## config.mk

```make
export PLATFORM = sky130hd
export DESIGN_NAME = http_date_to_epoch_seconds_core
export DESIGN_NICKNAME = d
export VERILOG_FILES = /design/src/rtl/hdte_pkg.sv /design/src/rtl/http_date_to_epoch_seconds_core.sv /design/src/rtl/hdte_parse.sv /design/src/rtl/hdte_calc.sv
export SDC_FILE = /design/constraint.sdc
export NUM_CORES = 2
export LEC_CHECK = 0
export ABC_AREA = 1
export BUFFER_PORTS_ARGS = -buffer_cell sky130_fd_sc_hd__buf_2
export CAP_MARGIN = 5
export CORE_MARGIN = 1
export CORE_UTILIZATION = 59
export DETAILED_ROUTE_END_ITERATION = 8
export PLACE_DENSITY = 0.75
export SYNTH_ARGS = -nofsm -noshare
export SYNTH_HDL_FRONTEND = slang
export SYNTH_SLANG_ARGS = --single-unit
```

## constraint.sdc

```tcl
create_clock -name i_clk -period 11.05 [get_ports i_clk]
set_clock_uncertainty 0.1 [all_clocks]
set_input_delay 1.105 -clock i_clk [delete_from_list [all_inputs] [get_ports i_clk]]
set_output_delay 1.105 -clock i_clk [all_outputs]
set_load 0.005 [all_outputs]
```

## src/rtl/hdte_pkg.sv

```systemverilog
`timescale 1ns / 1ps

package hdte_pkg;

    localparam logic [4:0] DATE_LEN = 5'd29;
    localparam logic [4:0] POS_SAT  = 5'd30;

    localparam logic [4:0] POS_DAY_END   = 5'd6;
    localparam logic [4:0] POS_YEAR_END  = 5'd15;
    localparam logic [4:0] POS_HOUR_END  = 5'd18;
    localparam logic [4:0] POS_MIN_END   = 5'd21;
    localparam logic [4:0] POS_MONTH_LO  = 5'd8;
    localparam logic [4:0] POS_MONTH_MID = 5'd9;
    localparam logic [4:0] POS_MONTH_HI  = 5'd10;

    localparam logic [13:0] YEAR_EPOCH = 14'd1970;

    typedef enum logic [1:0] {
        STAT_OK    = 2'd0,
        STAT_LEN   = 2'd1,
        STAT_DIGIT = 2'd2,
        STAT_EARLY = 2'd3
    } t_status;

    typedef struct packed {
        logic        len_ok;
        logic        dig_err;
        logic [13:0] year;
        logic [3:0]  month;
        logic [6:0]  day;
        logic [6:0]  hour;
        logic [6:0]  minute;
        logic [6:0]  second;
    } t_date;

    localparam logic [23:0] MONTH_NAMES [12] = '{
        24'h6e614a, 24'h626546, 24'h72614d, 24'h727041, 24'h79614d, 24'h6e754a,
        24'h6c754a, 24'h677541, 24'h706553, 24'h74634f, 24'h766f4e, 24'h636544
    };

    function automatic logic [8:0] days_before(input logic leap, input logic [3:0] idx);
        logic [8:0] d;
        case (idx)
            4'd0:    d = 9'd0;
            4'd1:    d = 9'd31;
            4'd2:    d = 9'd59;
            4'd3:    d = 9'd90;
            4'd4:    d = 9'd120;
            4'd5:    d = 9'd151;
            4'd6:    d = 9'd181;
            4'd7:    d = 9'd212;
            4'd8:    d = 9'd243;
            4'd9:    d = 9'd273;
            4'd10:   d = 9'd304;
            4'd11:   d = 9'd334;
            default: d = 9'd0;
        endcase
        if (leap && (idx >= 4'd2) && (idx <= 4'd11)) begin
            d = 9'(d + 9'd1);
        end
        return d;
    endfunction

endpackage

```

## src/rtl/http_date_to_epoch_seconds_core.sv

```systemverilog
`timescale 1ns / 1ps

// RFC 1123 date string to Unix seconds.
// Input channel: one character per item on i_char_byte, i_last_char high on
// the final character. Each accepted item updates the field accumulators;
// only an item with i_last_char set produces a result.
// Output channel: o_epoch_seconds and o_status (0 ok, 1 bad length,
// 2 bad digit, 3 before epoch), one item per terminated string.
// Throughput: one input item per cycle while o_stall is low, including back-to-back strings.
// The edge that accepts the last character loads the first register of the
// epoch math's 7-register pipeline (field capture, products, quotients, day
// count, day-to-seconds multiply, sum, final check); o_valid marks the last.
// Receiver stall: the pipeline holds and fills its empty stages; o_stall
// rises only once the stage that captures finished strings is occupied and
// cannot advance. The parser is held along with it.
// Reset: clears the parser state and empties the pipeline.

module http_date_to_epoch_seconds_core import hdte_pkg::*; (
    input  logic        i_clk,
    input  logic        i_rst_n,
    input  logic        i_valid,
    output logic        o_stall,
    input  logic [7:0]  i_char_byte,
    input  logic        i_last_char,
    output logic        o_valid,
    input  logic        i_stall,
    output logic [37:0] o_epoch_seconds,
    output logic [1:0]  o_status
);

    logic  w_accept;
    logic  w_done;
    logic  w_ready;
    t_date w_date;

    assign o_stall  = !w_ready;
    assign w_accept = i_valid && w_ready;

    hdte_parse u_parse (
        .i_clk       (i_clk),
        .i_rst_n     (i_rst_n),
        .i_accept    (w_accept),
        .i_char_byte (i_char_byte),
        .i_last_char (i_last_char),
        .o_date      (w_date),
        .o_done      (w_done)
    );

    hdte_calc u_calc (
        .i_clk           (i_clk),
        .i_rst_n         (i_rst_n),
        .i_in_valid      (w_done),
        .i_date          (w_date),
        .o_in_ready      (w_ready),
        .o_valid         (o_valid),
        .i_stall         (i_stall),
        .o_epoch_seconds (o_epoch_seconds),
        .o_status        (o_status)
    );

    a_err_zero: assert property (@(posedge i_clk) disable iff (!i_rst_n)
        o_valid && (o_status != STAT_OK) |-> (o_epoch_seconds == 38'd0))
        else $error("error result carries nonzero seconds");

    a_rst_empty: assert property (@(posedge i_clk)
        !i_rst_n |=> !o_valid)
        else $error("output valid right after reset");

    a_no_stall_empty: assert property (@(posedge i_clk) disable iff (!i_rst_n)
        !o_valid |-> !o_stall)
        else $error("input stalled while output stage is empty");

endmodule

```

## src/rtl/hdte_parse.sv

```systemverilog
`timescale 1ns / 1ps

module hdte_parse import hdte_pkg::*; (
    input  logic       i_clk,
    input  logic       i_rst_n,
    input  logic       i_accept,
    input  logic [7:0] i_char_byte,
    input  logic       i_last_char,
    output t_date      o_date,
    output logic       o_done
);

    logic [4:0]  r_pos, n_pos;
    logic [6:0]  r_day, n_day;
    logic [15:0] r_mchars, n_mchars;
    logic [3:0]  r_month, n_month;
    logic [13:0] r_year, n_year;
    logic [6:0]  r_hour, n_hour;
    logic [6:0]  r_min, n_min;
    logic [6:0]  r_sec, n_sec;
    logic        r_dig_err, n_dig_err;

    logic        w_is_digit;
    logic [3:0]  w_digit;
    logic        w_digit_pos;
    logic [23:0] w_key;

    always_comb begin
        w_is_digit  = (i_char_byte >= 8'h30) && (i_char_byte <= 8'h39);
        w_digit     = w_is_digit ? 4'(i_char_byte - 8'h30) : 4'd0;
        w_digit_pos = (r_pos == 5'd5) || (r_pos == 5'd6) ||
                      ((r_pos >= 5'd12) && (r_pos <= 5'd15)) ||
                      (r_pos == 5'd17) || (r_pos == 5'd18) ||
                      (r_pos == 5'd20) || (r_pos == 5'd21) ||
                      (r_pos == 5'd23) || (r_pos == 5'd24);
        w_key       = {i_char_byte, r_mchars};

        n_day     = r_day;
        n_mchars  = r_mchars;
        n_month   = r_month;
        n_year    = r_year;
        n_hour    = r_hour;
        n_min     = r_min;
        n_sec     = r_sec;
        n_dig_err = r_dig_err || (w_digit_pos && !w_is_digit);

        if (w_digit_pos && w_is_digit) begin
            if (r_pos <= POS_DAY_END) begin
                n_day = 7'(r_day * 7'd10 + {3'd0, w_digit});
            end else if (r_pos <= POS_YEAR_END) begin
                n_year = 14'(r_year * 14'd10 + {10'd0, w_digit});
            end else if (r_pos <= POS_HOUR_END) begin
                n_hour = 7'(r_hour * 7'd10 + {3'd0, w_digit});
            end else if (r_pos <= POS_MIN_END) begin
                n_min = 7'(r_min * 7'd10 + {3'd0, w_digit});
            end else begin
                n_sec = 7'(r_sec * 7'd10 + {3'd0, w_digit});
            end
        end

        if (r_pos == POS_MONTH_LO) begin
            n_mchars = {r_mchars[15:8], i_char_byte};
        end else if (r_pos == POS_MONTH_MID) begin
            n_mchars = {i_char_byte, r_mchars[7:0]};
        end else if (r_pos == POS_MONTH_HI) begin
            n_month = 4'd1;
            for (int i = 11; i >= 0; i--) begin
                if (w_key == MONTH_NAMES[i]) begin
                    n_month = 4'(i + 1);
                end
            end
        end

        n_pos = (r_pos < POS_SAT) ? 5'(r_pos + 5'd1) : r_pos;
    end

    assign o_done = i_accept && i_last_char;

    always_comb begin
        o_date.len_ok  = (r_pos == 5'(DATE_LEN - 5'd1));
        o_date.dig_err = n_dig_err;
        o_date.year    = n_year;
        o_date.month   = n_month;
        o_date.day     = n_day;
        o_date.hour    = n_hour;
        o_date.minute  = n_min;
        o_date.second  = n_sec;
    end

    always_ff @(posedge i_clk) begin
        if (!i_rst_n || o_done) begin
            r_pos     <= 5'd0;
            r_day     <= 7'd0;
            r_mchars  <= 16'd0;
            r_month   <= 4'd1;
            r_year    <= 14'd0;
            r_hour    <= 7'd0;
            r_min     <= 7'd0;
            r_sec     <= 7'd0;
            r_dig_err <= 1'b0;
        end else if (i_accept) begin
            r_pos     <= n_pos;
            r_day     <= n_day;
            r_mchars  <= n_mchars;
            r_month   <= n_month;
            r_year    <= n_year;
            r_hour    <= n_hour;
            r_min     <= n_min;
            r_sec     <= n_sec;
            r_dig_err <= n_dig_err;
        end
    end

endmodule

```

## src/rtl/hdte_calc.sv

```systemverilog
`timescale 1ns / 1ps

module hdte_calc import hdte_pkg::*; (
    input  logic        i_clk,
    input  logic        i_rst_n,
    input  logic        i_in_valid,
    input  t_date       i_date,
    output logic        o_in_ready,
    output logic        o_valid,
    input  logic        i_stall,
    output logic [37:0] o_epoch_seconds,
    output logic [1:0]  o_status
);

    logic r_va, r_vb, r_vc, r_vd, r_ve, r_vf, r_vg;
    logic w_mv_a, w_mv_b, w_mv_c, w_mv_d, w_mv_e, w_mv_f, w_mv_g;

    assign w_mv_g = !r_vg || !i_stall;
    assign w_mv_f = !r_vf || w_mv_g;
    assign w_mv_e = !r_ve || w_mv_f;
    assign w_mv_d = !r_vd || w_mv_e;
    assign w_mv_c = !r_vc || w_mv_d;
    assign w_mv_b = !r_vb || w_mv_c;
    assign w_mv_a = !r_va || w_mv_b;
    assign o_in_ready = w_mv_a;

    always_ff @(posedge i_clk) begin
        if (!i_rst_n) begin
            r_va <= 1'b0;
            r_vb <= 1'b0;
            r_vc <= 1'b0;
            r_vd <= 1'b0;
            r_ve <= 1'b0;
            r_vf <= 1'b0;
            r_vg <= 1'b0;
        end else begin
            if (w_mv_a) r_va <= i_in_valid;
            if (w_mv_b) r_vb <= r_va;
            if (w_mv_c) r_vc <= r_vb;
            if (w_mv_d) r_vd <= r_vc;
            if (w_mv_e) r_ve <= r_vd;
            if (w_mv_f) r_vf <= r_ve;
            if (w_mv_g) r_vg <= r_vf;
        end
    end

    // stage A: captured fields
    t_date r_a;

    always_ff @(posedge i_clk) begin
        if (w_mv_a) r_a <= i_date;
    end

    // stage B: products
    t_status     r_b_status, n_b_status;
    logic [13:0] r_b_year;
    logic [26:0] r_b_pq100, r_b_pq1, r_b_pq4;
    logic [22:0] r_b_yd365;
    logic [11:0] r_b_d4;
    logic [6:0]  r_b_day, r_b_sec;
    logic [3:0]  r_b_month;
    logic [18:0] r_b_h3600;
    logic [12:0] r_b_m60;
    logic [13:0] w_y1, w_y4, w_y69, w_y70;

    always_comb begin
        w_y1  = 14'(r_a.year - 14'd1901);
        w_y4  = 14'(r_a.year - 14'd1601);
        w_y69 = 14'(r_a.year - 14'd1969);
        w_y70 = 14'(r_a.year - YEAR_EPOCH);
        if (!r_a.len_ok) begin
            n_b_status = STAT_LEN;
        end else if (r_a.dig_err) begin
            n_b_status = STAT_DIGIT;
        end else if (r_a.year < YEAR_EPOCH) begin
            n_b_status = STAT_EARLY;
        end else begin
            n_b_status = STAT_OK;
        end
    end

    always_ff @(posedge i_clk) begin
        if (w_mv_b) begin
            r_b_status <= n_b_status;
            r_b_year   <= r_a.year;
            r_b_pq100  <= {13'd0, r_a.year} * 27'd5243;
            r_b_pq1    <= {13'd0, w_y1} * 27'd5243;
            r_b_pq4    <= {13'd0, w_y4} * 27'd5243;
            r_b_yd365  <= {9'd0, w_y70} * 23'd365;
            r_b_d4     <= w_y69[13:2];
            r_b_day    <= r_a.day;
            r_b_month  <= r_a.month;
            r_b_sec    <= r_a.second;
            r_b_h3600  <= {12'd0, r_a.hour} * 19'd3600;
            r_b_m60    <= {6'd0, r_a.minute} * 13'd60;
        end
    end

    // stage C: quotients, leap year, day of year, time of day
    t_status     r_c_status;
    logic [8:0]  r_c_yday;
    logic [7:0]  r_c_q1;
    logic [5:0]  r_c_q4;
    logic [22:0] r_c_yd365;
    logic [11:0] r_c_d4;
    logic [18:0] r_c_tod;
    logic [7:0]  w_q100;
    logic        w_leap;

    always_comb begin
        w_q100 = r_b_pq100[26:19];
        w_leap = (r_b_year[1:0] == 2'd0) &&
                 ((14'({6'd0, w_q100} * 14'd100) != r_b_year) || (w_q100[1:0] == 2'd0));
    end

    always_ff @(posedge i_clk) begin
        if (w_mv_c) begin
            r_c_status <= r_b_status;
            r_c_yday   <= {2'd0, r_b_day} + days_before(w_leap, 4'(r_b_month - 4'd1));
            r_c_q1     <= r_b_pq1[26:19];
            r_c_q4     <= r_b_pq4[26:21];
            r_c_yd365  <= r_b_yd365;
            r_c_d4     <= r_b_d4;
            r_c_tod    <= {12'd0, r_b_sec} + r_b_h3600 + {6'd0, r_b_m60};
        end
    end

    // stage D: day count
    t_status     r_d_status;
    logic [22:0] r_d_days;
    logic [18:0] r_d_tod;

    always_ff @(posedge i_clk) begin
        if (w_mv_d) begin
            r_d_status <= r_c_status;
            r_d_days   <= r_c_yd365 + {14'd0, r_c_yday} + {11'd0, r_c_d4} -
                          {15'd0, r_c_q1} + {17'd0, r_c_q4};
            r_d_tod    <= r_c_tod;
        end
    end

    // stage E: days to seconds
    t_status     r_e_status;
    logic [38:0] r_e_prod;
    logic [18:0] r_e_tod;

    always_ff @(posedge i_clk) begin
        if (w_mv_e) begin
            r_e_status <= r_d_status;
            r_e_prod   <= {16'd0, r_d_days} * 39'd86400;
            r_e_tod    <= r_d_tod;
        end
    end

    // stage F: total seconds, day counted from one
    t_status     r_f_status;
    logic [38:0] r_f_total;

    always_ff @(posedge i_clk) begin
        if (w_mv_f) begin
            r_f_status <= r_e_status;
            r_f_total  <= r_e_prod + {20'd0, r_e_tod};
        end
    end

    // stage G: result register
    t_status     r_g_status, n_g_status;
    logic [37:0] r_g_secs, n_g_secs;
    logic [38:0] w_less_day;

    always_comb begin
        w_less_day = r_f_total - 39'd86400;
        if (r_f_status != STAT_OK) begin
            n_g_status = r_f_status;
            n_g_secs   = 38'd0;
        end else if (r_f_total < 39'd86400) begin
            n_g_status = STAT_EARLY;
            n_g_secs   = 38'd0;
        end else begin
            n_g_status = STAT_OK;
            n_g_secs   = w_less_day[37:0];
        end
    end

    always_ff @(posedge i_clk) begin
        if (w_mv_g) begin
            r_g_status <= n_g_status;
            r_g_secs   <= n_g_secs;
        end
    end

    assign o_valid         = r_vg;
    assign o_epoch_seconds = r_g_secs;
    assign o_status        = r_g_status;

endmodule
```

# Word-level counts from Yosys, hierarchy flattened
# Memory sizes are Yosys's and may differ from the RTL's.
# Cells that the tools add are included.
# word_totals
regBits	556
rom_bits	144
output_inout_bits	42
word_cells	216
mem_count	1
# mem_list
memory	depth	width	rd	rd_ports_with_merged_regs	write_ports	line_no	text
(no name shown)	16	9	1	0	0	hdte_pkg.sv:43	case (idx)
# op_classes
add_sub_neg	22
multipliers	13
n_lt_le_gt_ge	12
eq_ne	25
muxes	43
bitwise	1
n_reduce_logical	45
# op_table
op	n
== test 24 x 23 -> 1 bit (second input constant)	12
two-way mux 7 bit	16
multiplier 14 x 13 -> 27 bit (second input constant)	3
two-way mux 4 bit	16
subtractor 14 x 11 -> 14 bit (second input constant)	4
two-way mux 14 bit	3
adder 39 x 19 -> 39 bit	1
< comparator 39 x 17 -> 1 bit (second input constant)	1
subtractor 38 x 17 -> 38 bit (second input constant)	1
== test 5 bit (second input constant)	7
multiplier 23 x 10 -> 32 bit (second input constant)	1
adder 7 x 4 -> 7 bit	4
multiplier 7 x 3 -> 6 bit (second input constant)	4
two-way mux 9 bit	3
adder 23 x 12 -> 23 bit	1
adder 23 x 6 -> 23 bit	1
adder 23 x 9 -> 23 bit	1
multiplier 14 x 9 -> 23 bit (second input constant)	1
subtractor 23 x 8 -> 23 bit	1
adder 19 x 13 -> 19 bit	1
adder 7 x 19 -> 19 bit	1
logical OR 1 bit	18
== test 5 x 4 -> 1 bit (second input constant)	3
multiplier 7 x 8 -> 15 bit (second input constant)	1
other kinds (30)	56

# Logic depth before layout (Yosys ltp)
# logic_depth
depth_word	16
depth_mapped	35
ltp_nobuf	35

# By module
# A second synthesis with hierarchy kept.
# hier_totals
hier_cells	4798
area_unflattened_um2	45363.5
# by_module_without_submodules
mod	n_inst	cells_per_inst	area_each_um2
hdte_calc	1	3800	39091.2
hdte_parse	1	995	6261.0
http_date_to_epoch_seconds_core	1	3	11.3

# Worst setup path before layout
# Ideal clock, no wire load.
# synth_path
kind	reg-to-reg
start	reg u_calc.r_a[33] (netlist bit)
end	reg u_calc.r_b_pq4[23] (data pin)
arrival_ns	5.970
path_slack_ns	4.722
stages_incl_launch_ff	31
path_buffers	0
synth_period_minus_slack_ns	6.328
cell_sequence	edfxtp_1 -> inv_1 -> ha_1 -> inv_1 -> nor2_2 -> inv_1 -> nand2_1 -> nand2_1 -> a21o_1 -> nand2_1 -> a21oi_1 -> xor2_1 -> inv_1 -> ha_1 -> inv_1 -> fa_1 -> inv_1 -> fa_1 -> fa_1 -> inv_1 -> fa_1 -> inv_1 -> ha_1 -> a21oi_1 -> o21ai_0 -> o21bai_1 -> a21oi_1 -> o21ai_0 -> nand3_1 -> nand2_1 -> xor2_1
# synth_between
elab_chain_len	2
# synth_rtl
element	line_no	text
start, declared	hdte_calc.sv:48	t_date r_a;
start signal, assigned	hdte_calc.sv:51	if (w_mv_a) r_a <= i_date;
subtractor 14 x 11 -> 14 bit	hdte_calc.sv:68	w_y4 = 14'(r_a.year - 14'd1601);
multiplier 14 x 13 -> 27 bit	hdte_calc.sv:88	r_b_pq4 <= {13'd0, w_y4} * 27'd5243;
end signal, assigned	hdte_calc.sv:88	
end, declared	hdte_calc.sv:57	logic [26:0] r_b_pq100, r_b_pq1, r_b_pq4;
# No other way between the ends.
# A chain may end at the register's enable or synchronous reset.

# Worst setup path in the final report
# layout_path
start	reg u_calc.r_a[32] (netlist bit)
end	reg u_calc.r_b_pq1[23] (data pin)
# layout_between
elab_chain_len	2
# layout_rtl
element	line_no	text
subtractor 14 x 11 -> 14 bit	hdte_calc.sv:67	w_y1 = 14'(r_a.year - 14'd1901);
multiplier 14 x 13 -> 27 bit	hdte_calc.sv:87	r_b_pq1 <= {13'd0, w_y1} * 27'd5243;
end signal, assigned	hdte_calc.sv:87	
end, declared	hdte_calc.sv:57	
# No other way between the ends.

==> results.yml <==
critical_path:
  cpPeakStageDelay_ns: 0.66
  critPathSlowestCell: "edfxtp_1"
  crit_required_ns: 11.37
  critical_path_class: "reg -> reg"
  reg2reg_depth: 25
  r2r-end: "u_calc.r_b_pq1[23]$_DFFE_PP_"
  cp_top_family: "adder cells"
  ff2ff_setup_slack_ns: 3.86
  cp_common_cell: "inv_1"
  cp.arrival_ns: 7.50
  critPathCaptureType: "flop"
  worst-path-buf-inv: 6
  cp-start-kind: "flop"
  r2r_start: "u_calc.r_a[32]$_DFFE_PN_"
  worstPathMaxFanout: 14
synthesis:
  ys_seq_area_frac: 0.3131
  syn_nets: 5873
  synth_seq_cells: 496
  ys_warn_count: 0
  synth_area_um2: 45180
  synth_cell_types: 55
  syn_inst: 4823
  async_flop_share: 0
  synth_flop_cell: "edfxtp_1"
  synth_edf_count: 421
  syn_area_per_cell_um2: 9.367
placement:
  portBuffers: 54
  place_congestion: 0.9357
  dp_hpwl_um: 82720
die:
  die_h_um: 278.7
  die_w_um: 278.7
  die-area_um2: 77680
  core-area_um2: 75820
  pin_count: 55
  rows: 101
  initial_core_util: 0.5958
timing:
  grt_setup_unrepaired: "false"
  finalCritPeriodShare: 0.6506
  slew_headroom: 0.2564
  period_minus_slack_ns: 7.189
  tns_ns: 0
  tightest_slew_ns: 1.114
  fmax_ghz: 0.1391
  drv_slew: 0
  final_hold_viol_count: 0
  setup_viol: 0
layout:
  antenna_cells: 0
  nets: 5971
  layout-drive-gt1-share: 0.04970
  num-fill-cells: 6129
  synthToLayoutAreaGrowth_pct: 7.572
cts:
  cts.sinks: 496
  cts-root-buf: "clkbuf_16"
  clk_pin_slew_ns: 0.06
  numCtsBuffers: 57
  clock_path_buffers: 3
  cts_tree: "done"
  htreeDepth: 2
  clk_latency_ns: 0.67
  cts.repair.resized: 0
  hold_buffers: 0
  post-cts-setup-buffers: 0
route:
  initialDrtViolationCount: 1766
  dr.pass1.iters: 7
  num_vias: 31522
  via_per_inst: 5.300
  drc: 0
  routed_wl_um: 101100
  routedWlPerCell_um: 16.99
  antenna_left: 0
job:
  drv_cap: 0
global_routing:
  antenna_found_initial: 0
  grt_pass1_vias: 32099
  grt_max_degree: 79
  grt_pass1_wl_um: 164200
  grt_use_total: 0.2672
  grt-ovfl-total: 0
worst_hold_path:
  hold_start: "u_calc.r_b_d4[9]$_DFFE_PP_"
  min_path_type: "reg -> reg"
  hold_end: "u_calc.r_c_d4[9]$_DFFE_PP_"
  min_path_cells: 0
run_status:
  status: "finished, final reports clean"
[stage by stage]
| step | instance area (um2) | setup slack (ns) | utilization | instances | hold slack (ns) |
|---|---|---|---|---|---|
| after floorplan | 45180 | 4.722 | - | 4823 | 0.3003 |
| after global placement | 46630 | 3.987 | 0.6150 | 5840 | 0.3005 |
| after detailed placement | 46630 | 3.868 | 0.6150 | 5840 | 0.3045 |
| after CTS | 48600 | 3.908 | 0.6410 | 5948 | 0.2902 |
| after global routing | 48600 | 3.293 | 0.6410 | 5948 | 0.2976 |
| final | 48600 | 3.861 | 0.6410 | 5948 | 0.2892 |
[cell type report]
type	count	area, um2	area share
clock inverters	40	471.7	0.009706
well taps	978	1224	0.02518
repair buffers	73	412.9	0.008496
multi-input cells	3176	26660	0.5485
flip-flops and latches	496	14140	0.2910
clock buffers	68	1498	0.03082
inverters	1117	4193	0.08627
[cells in the mapped netlist, drive strengths merged (9+ instances only)]
library cell | n | area [um2]
or2 | 10 | 62.56
fa | 335 | 6706
buf | 20 | 140.1
clkbuf | 14 | 52.55
o21bai | 16 | 120.1
edfxtp | 421 | 12640
nand2 | 653 | 2471
nor2 | 312 | 1247
a21oi | 252 | 1261
a21boi | 9 | 67.56
o21a | 11 | 82.58
a21o | 20 | 150.1
inv | 1116 | 4189
xor2 | 199 | 1773
nor3 | 67 | 366.6
dfxtp | 75 | 1501
o21ai | 202 | 1064
nand3 | 186 | 968.4
xnor2 | 68 | 595.6
ha | 702 | 8783
o211ai | 10 | 75.07
nand4 | 58 | 377.9
a31oi | 11 | 68.82
nor4 | 25 | 156.4
[per-layer routing]
| layer | part of all wire | track usage | vias up |
|---|---|---|---|
| met5 | 0 | 0 | - |
| met1 | 0.42 | 0.3325 | 14950 |
| li1 | - | - | 15778 |
| met3 | 0.038 | 0.02686 | 170 |
| met4 | 0.040 | 0.1017 | 0 |
| met2 | 0.50 | 0.4780 | 624 |
[registers in the layout, summed over array words and instances (netlist names), 9 cells and up]
signal and cells:
u_calc.r_c_tod 19, u_calc.r_d_days 23, u_calc.r_b_year 13, u_calc.r_c_d4 12, u_calc.r_c_yd365 23, u_parse.r_mchars 16, u_calc.r_b_m60 11, u_calc.r_e_prod 32
u_calc.r_b_d4 12, u_calc.r_b_yd365 23, u_calc.r_f_total 39, u_calc.r_d_tod 19, u_parse.r_year 14, u_calc.r_e_tod 19, u_calc.o_epoch_seconds 38, u_calc.r_a 48
u_calc.r_b_h3600 15, u_calc.r_c_yday 9
[kinds of logic (layout without fill, tap and decap cells)]
| group | count (synthesis) | in the layout | share of synthesized area |
|---|---|---|---|
| XOR/XNOR | 267 | 267 | 0.05243 |
| AND/OR/NAND/NOR | 1324 | 1324 | 0.1275 |
| buffers and inverters | 1151 | 1298 | 0.09707 |
| AO/OA/AOI/OAI | 548 | 548 | 0.06705 |
| flip-flops | 496 | 496 | 0.3131 |
| adder cells (fa/ha/maj) | 1037 | 1037 | 0.3429 |
[cells in the final DEF, fill, tap and decap left out, types with 62 or more instances in the layout]
cell type / instances
inv_1: 1106
ha_1: 702
nand2_1: 644
edfxtp_1: 421
fa_1: 335
nor2_1: 297
a21oi_1: 252
xor2_1: 195
nand3_1: 180
o21ai_0: 157
dfxtp_1: 75
xnor2_1: 68
nor3_1: 62
[how the worst max path moves through the flow]
stage	cells after the start	end	slack (ns)	start
6_report	25	u_calc.r_b_pq1[23]$_DFFE_PP_	3.86	u_calc.r_a[32]$_DFFE_PN_
5_1_grt	26	u_calc.r_b_pq1[24]$_DFFE_PP_	3.29	u_calc.r_a[32]$_DFFE_PN_
4_1_cts	26	u_calc.r_b_pq1[24]$_DFFE_PP_	3.91	u_calc.r_a[32]$_DFFE_PN_
3_5_place_dp	25	u_calc.r_b_pq1[25]$_DFFE_PP_	3.87	u_calc.r_a[32]$_DFFE_PN_
3_3_place_gp	30	u_calc.r_b_pq4[23]$_DFFE_PP_	3.99	u_calc.r_a[33]$_DFFE_PN_
2_1_floorplan	30	u_calc.r_b_pq4[23]$_DFFE_PP_	4.72	u_calc.r_a[33]$_DFFE_PN_
[worst reg2reg max path: stages, from the launching register on]
cell      delay, ns
edfxtp_1       0.66
inv_1          0.45
ha_1           0.34
nor2_1         0.10
a21oi_1        0.25
inv_1          0.07
a21oi_1        0.27
xor2_1         0.63
inv_1          0.24
xor2_1         0.20
inv_1          0.05
ha_1           0.18
o21bai_1       0.17
ha_1           0.31
fa_1           0.47
fa_1           0.54
inv_1          0.05
fa_1           0.52
inv_1          0.04
ha_1           0.30
nand2_1        0.11
nor4_1         0.33
nand4_1        0.13
nand3_1        0.19
a21oi_1        0.11
xor2_1         0.14
Power is not shown: default switching activity piles up to over one toggle a cycle in this logic, so the estimate is an artifact.
